<file path="src/profile_travel_time_defines.svh">
// ----------------------------------------------------------------------------
// Assertion macros for profile_travel_time
// Shared property forms, clocked on aclk and disabled during reset.
// ----------------------------------------------------------------------------
`ifndef PROFILE_TRAVEL_TIME_DEFINES_SVH
`define PROFILE_TRAVEL_TIME_DEFINES_SVH

// Same-cycle implication.
`define PTT_ASSERT_IMP(label, ante, cons) \
    label: assert property (@(posedge aclk) disable iff (!aresetn) (ante) |-> (cons)) \
        else $error("profile_travel_time assertion failed");

// Next-cycle implication.
`define PTT_ASSERT_NXT(label, ante, cons) \
    label: assert property (@(posedge aclk) disable iff (!aresetn) (ante) |=> (cons)) \
        else $error("profile_travel_time assertion failed");

`endif

</file>
<file path="src/ptt_pkg.sv">
// ----------------------------------------------------------------------------
// ptt_pkg
// Types and constants shared by the travel time block and its divider.
// ----------------------------------------------------------------------------
`timescale 1ns / 1ps

package ptt_pkg;

    localparam int MAX_INTERVALS = 1024;
    localparam int IDX_W         = $clog2(MAX_INTERVALS);
    localparam int SPEED_W       = 16;
    localparam int WEEK_SECONDS  = 604800;
    localparam logic [31:0] WEEK_TICKS = 32'(WEEK_SECONDS * 256);

    // Divider geometry: widest dividend and divisor, and the step counter.
    localparam int DIV_W  = 42;
    localparam int DVSR_W = 32;
    localparam int CNT_W  = 6;

    // Register indexes on the configuration port.
    localparam logic REG_INTERVAL_SECONDS = 1'b0;
    localparam logic REG_INTERVAL_TOTAL   = 1'b1;

    // Input actions.
    localparam logic ACT_LOAD    = 1'b0;
    localparam logic ACT_COMPUTE = 1'b1;

    typedef struct packed {
        logic                start;
        logic [DIV_W-1:0]    dividend;
        logic [DVSR_W-1:0]   divisor;
        logic [CNT_W-1:0]    count;
    } div_req_t;

    typedef struct packed {
        logic                busy;
        logic                done;
        logic [DIV_W-1:0]    quotient;
        logic [DVSR_W-1:0]   remainder;
    } div_rsp_t;

    typedef enum logic [10:0] {
        S_IDLE = 11'b000_0000_0001,
        S_MODW = 11'b000_0000_0010,
        S_DIVL = 11'b000_0000_0100,
        S_MODC = 11'b000_0000_1000,
        S_RD   = 11'b000_0001_0000,
        S_SPD  = 11'b000_0010_0000,
        S_DIVS = 11'b000_0100_0000,
        S_MUL  = 11'b000_1000_0000,
        S_UPD  = 11'b001_0000_0000,
        S_FBD  = 11'b010_0000_0000,
        S_OUT  = 11'b100_0000_0000
    } state_t;

endpackage

</file>
<file path="src/ptt_div.sv">
// ----------------------------------------------------------------------------
// ptt_div
// Restoring divider, one quotient bit per cycle, shared by every division.
// ----------------------------------------------------------------------------
`timescale 1ns / 1ps

module ptt_div (
    input  logic              aclk,
    input  logic              aresetn,
    input  ptt_pkg::div_req_t req,
    output ptt_pkg::div_rsp_t rsp
);
    import ptt_pkg::*;

    logic [DIV_W-1:0]  quo_reg;
    logic [DVSR_W-1:0] rem_reg;
    logic [DVSR_W-1:0] dvsr_reg;
    logic [CNT_W-1:0]  cnt_reg;
    logic              done_reg;
    logic [DVSR_W:0]   shifted;
    logic [DVSR_W:0]   diff;

    // The dividend arrives left-aligned, so its top bit feeds each step.
    assign shifted = {rem_reg, quo_reg[DIV_W-1]};
    assign diff    = shifted - {1'b0, dvsr_reg};

    // Step counter and the done pulse on the last step.
    always_ff @(posedge aclk) begin
        if (!aresetn) begin
            cnt_reg  <= '0;
            done_reg <= 1'b0;
        end else begin
            done_reg <= (cnt_reg == CNT_W'(1));
            if (req.start) begin
                cnt_reg <= req.count;
            end else if (cnt_reg != '0) begin
                cnt_reg <= cnt_reg - CNT_W'(1);
            end
        end
    end

    // Partial remainder and quotient shift register.
    always_ff @(posedge aclk) begin
        if (req.start) begin
            quo_reg  <= req.dividend;
            rem_reg  <= '0;
            dvsr_reg <= req.divisor;
        end else if (cnt_reg != '0) begin
            if (!diff[DVSR_W]) begin
                rem_reg <= diff[DVSR_W-1:0];
                quo_reg <= {quo_reg[DIV_W-2:0], 1'b1};
            end else begin
                rem_reg <= shifted[DVSR_W-1:0];
                quo_reg <= {quo_reg[DIV_W-2:0], 1'b0};
            end
        end
    end

    assign rsp.busy      = (cnt_reg != '0);
    assign rsp.done      = done_reg;
    assign rsp.quotient  = quo_reg;
    assign rsp.remainder = rem_reg;

endmodule

</file>
<file path="config.mk">
export PLATFORM = sky130hd
export DESIGN_NAME = ptt_div
export DESIGN_NICKNAME = d
export VERILOG_FILES = /design/src/profile_travel_time_defines.svh /design/src/ptt_pkg.sv /design/src/ptt_div.sv
export SDC_FILE = /design/constraint.sdc
export NUM_CORES = 1
export LEC_CHECK = 0
export BUFFER_PORTS_ARGS = -buffer_cell sky130_fd_sc_hd__buf_4
export CAP_MARGIN = 25
export CORE_ASPECT_RATIO = 0.8
export CORE_MARGIN = 2
export CORE_UTILIZATION = 54
export CTS_BUF_LIST = sky130_fd_sc_hd__clkbuf_8 sky130_fd_sc_hd__clkbuf_16
export DETAILED_ROUTE_END_ITERATION = 7
export GPL_TIMING_DRIVEN = 0
export HOLD_SLACK_MARGIN = 0.15
export PLACE_DENSITY = 0.9
export SLEW_MARGIN = 20
export SYNTH_ARGS = -nofsm -noshare
export SYNTH_HDL_FRONTEND = slang
export SYNTH_SLANG_ARGS = --single-unit
</file>
<file path="constraint.sdc">
create_clock -name aclk -period 3.4 [get_ports aclk]
set_input_delay 0.68 -clock aclk [delete_from_list [all_inputs] [get_ports aclk]]
set_output_delay 0.68 -clock aclk [all_outputs]
set_load 0.05 [all_outputs]
</file>
==> key figures <==
Setup path
  • WP buf/inv: 5
  • Cell mode on critical path: buf_4
  • Max FO, Critical Path: 10
  • WS Path Type: register to output port
  • CP delay by family, top: buffers and inverters
  • Worst path cell trace: inv_1, ha_1, nand2b_1, nor4_2, buf_4, inv_2, clkbuf_1, buf_4
  • CP max stage delay: around 0.52 ns
  • Worst path arrival time: ~2.6 ns
  • Endpoint class of the critical path: output port
  • Slowest-stage cell, CP: nor4_2
  • Critical Path RT: about 2.7 ns
  • Critical Path Source Type: register

Routing
  • Drt via density: between 5 and 6
  • Initial DRC count: between 500 and 600
  • Drt first pass iters: 7
  • Routed WL per cell: roughly 19 um
  • WL final: between 15 and 20 mm
  • DRC: 0
  • Detail Route Antenna Nets: 0
  • Vias: between 5000 and 6000

STA
  • Minimum clock period: roughly 3.3 ns
  • Max-slew violations: 0
  • Worst Skew: 0.01104 ns
  • Worst Max-Slew Pin Slew: around 0.7 ns
  • Final setup fails: 0
  • Achievable frequency: approximately 310 MHz
  • Max transition margin: 0.5279
  • RSZ-0062 raised after global routing: false
  • Hold WS: between 0.4 and 0.5 ns
  • Period utilization: 0.9611
  • Final Hold Vio Count: 0

Placed design
  • Hpwl dp: about 13 mm
  • IO buf count: 158
  • GP Congestion: approximately 1

Logic synthesis
  • Synthesis-stage register bit count: 113
  • Synth cell types: between 60 and 70
  • Synth Cell Area: approximately 6500 sq um
  • Post-synth EDFFs: between 70 and 80
  • Syn Nets: around 730
  • Gate Count Post-Synth: a little over 600
  • Sequential area share after synthesis: 0.4639
  • Mean Syn Cell Area: roughly 11 sq um
  • Share of flip-flops with an asynchronous set or reset: 0
  • Yosys warns: 0
  • Top_reg_cell synth: edfxtp_1

Power and ir drop
  • P per Cell Area: between 900 and 1000 nW/um^2
  • Pleak: approximately 3.8 nW
  • VDD IR-drop max: 0.5506 mV
  • Total power: 0.007927 W

Clock network
  • Count of clock tree sinks: 113
  • Clock Tree Buf Depth: 2
  • Worst skew pair latency: approximately 0.43 ns
  • Root Driver: clkbuf_16
  • Cts hold-fix bufs: 0
  • CTS tree: built
  • CTS Buf Count: 17
  • Clk slew on worst S/H paths: 0.06 ns
  • H-tree level count: 4
  • PostCTS Resize Cnt: 0
  • Post-CTS Repair Setup Buffers: 0

Die
  • Die Wd: 126.4 um
  • Die ar.: roughly 13000 sq um
  • I/O pins: roughly 160
  • Die Height: just over 100 um
  • Initial core utilization: 0.5577
  • CORE AREA: around 12000 sq um
  • Core Rows: 35

Status
  • Status: finished, final reports clean

Layout
  • Area growth syn-to-layout: 30.72%
  • Fillers: between 700 and 800
  • Commonest cells after routing, fill and taps aside: buf_4 (163), edfxtp_1 (74), nor2_1 (55)
  • Most common cell after layout, fill and taps aside: buf_4
  • Nets: ~910
  • Max reg flops: 42
  • Antenna diodes: 0
  • Share of cells above drive strength 1: 0.3288

GRT
  • Largest net degree at the start of global routing: 35
  • Gr usage total: 0.2717
  • Initial antenna violation count: 1
  • Remaining Overflow, GRT: 0
  • Vias in the first global route: 5489
  • First-pass GRT wire length: between 20 and 30 mm

Run
  • Max Cap Violations: 0

Worst hold path
  • HP Class: primary input to register
[cell type report]
| class | count | area (sq um) | share of cell area |
|---|---|---|---|
| buffer | 31 | 170.2 | 0.02011 |
| clock inverter | 15 | 161.4 | 0.01908 |
| inverter | 39 | 146.4 | 0.01730 |
| timing repair buffer | 160 | 1214 | 0.1434 |
| sequential | 113 | 3003 | 0.3549 |
| multi-input combinational | 428 | 3156 | 0.3730 |
| tap | 148 | 185.2 | 0.02189 |
| clock buffer | 17 | 425.4 | 0.05028 |
[routing by layer]
metal	up-vias	global-route usage	routed length, um
li1	2626	-	-
met1	2664	0.3422	7269
met2	268	0.4463	8532
met3	75	0.07173	1457
met4	2	0.1209	554
met5	-	0	13
[cell usage after synthesis, types with 3 or more instances]
library cell | instances | share of area
and3_1 | 6 | 0.0058
nor2b_1 | 6 | 0.0058
mux2i_1 | 6 | 0.0093
clkbuf_1 | 17 | 0.0099
xor2_1 | 15 | 0.020
a211o_1 | 3 | 0.0041
a211oi_1 | 27 | 0.031
and2_1 | 6 | 0.0058
buf_6 | 5 | 0.0087
o211ai_1 | 8 | 0.0093
mux2_2 | 41 | 0.071
edfxtp_1 | 74 | 0.34
nand4_1 | 6 | 0.0058
a21o_1 | 13 | 0.015
nand3_1 | 6 | 0.0046
nand2_1 | 28 | 0.016
a311oi_1 | 4 | 0.0054
or2_2 | 3 | 0.0029
nand2b_1 | 11 | 0.011
o211a_1 | 9 | 0.014
buf_4 | 4 | 0.0046
ha_1 | 34 | 0.066
a21oi_1 | 41 | 0.032
nor2_1 | 55 | 0.032
buf_1 | 4 | 0.0023
nor3_1 | 11 | 0.0085
xnor2_1 | 14 | 0.019
o21a_1 | 9 | 0.010
or3_1 | 3 | 0.0029
o21ai_1 | 3 | 0.0023
o21ai_0 | 24 | 0.019
inv_1 | 38 | 0.022
dfxtp_1 | 39 | 0.12
[cell families after synthesis]
| kind of cell | Yosys count | synth area share |
|---|---|---|
| DFF | 113 | 0.4639 |
| muxes | 47 | 0.08061 |
| and+or+nand+nor | 149 | 0.1137 |
| xor gates and xnor gates | 29 | 0.03924 |
| buffers and inverters | 70 | 0.04891 |
| adders and majority gates | 35 | 0.06882 |
| AOI/OAI and AO/OA | 168 | 0.1848 |
[power breakdown]
| part | switching [W] | internal (W) | leakage (nW) | total [W] |
|---|---|---|---|---|
| Clock | 0.000762 | 0.00104 | 0.282 | 0.00180 |
| Sequential | 0.000295 | 0.00179 | 1.07 | 0.00208 |
| Combinational | 0.00255 | 0.00149 | 2.40 | 0.00404 |
[through the flow]
| stage | cells | instance area [sq um] | setup slack, ns | setup TNS, ns | utilization |
|---|---|---|---|---|---|
| after floorplan | 611 | 6472 | 0.3627 | 0 | - |
| after global placement | 917 | 7844 | -0.2828 | -11.77 | 0.6759 |
| after detailed placement | 919 | 7874 | 0.4060 | 0 | 0.6785 |
| after CTS | 951 | 8461 | 0.1994 | 0 | 0.7291 |
| after global routing | 951 | 8461 | 0.08218 | 0 | 0.7291 |
| final | 951 | 8461 | 0.1324 | 0 | 0.7291 |
[final timing paths]
path | startpoint | to | slack, ns | depth (start not counted)
worst max-delay path | cnt_reg[1] | rsp[75] | 0.13 | 8
worst min-delay path | req[20] | dvsr_reg[14] | 0.43 | 1
worst max register to register | quo_reg[41] | rem_reg[30] | 0.28 | 13
worst min register to register | rem_reg[0] | rem_reg[0] | 0.52 | 2
No activity file was read; power rests on OpenSTA's default activity.
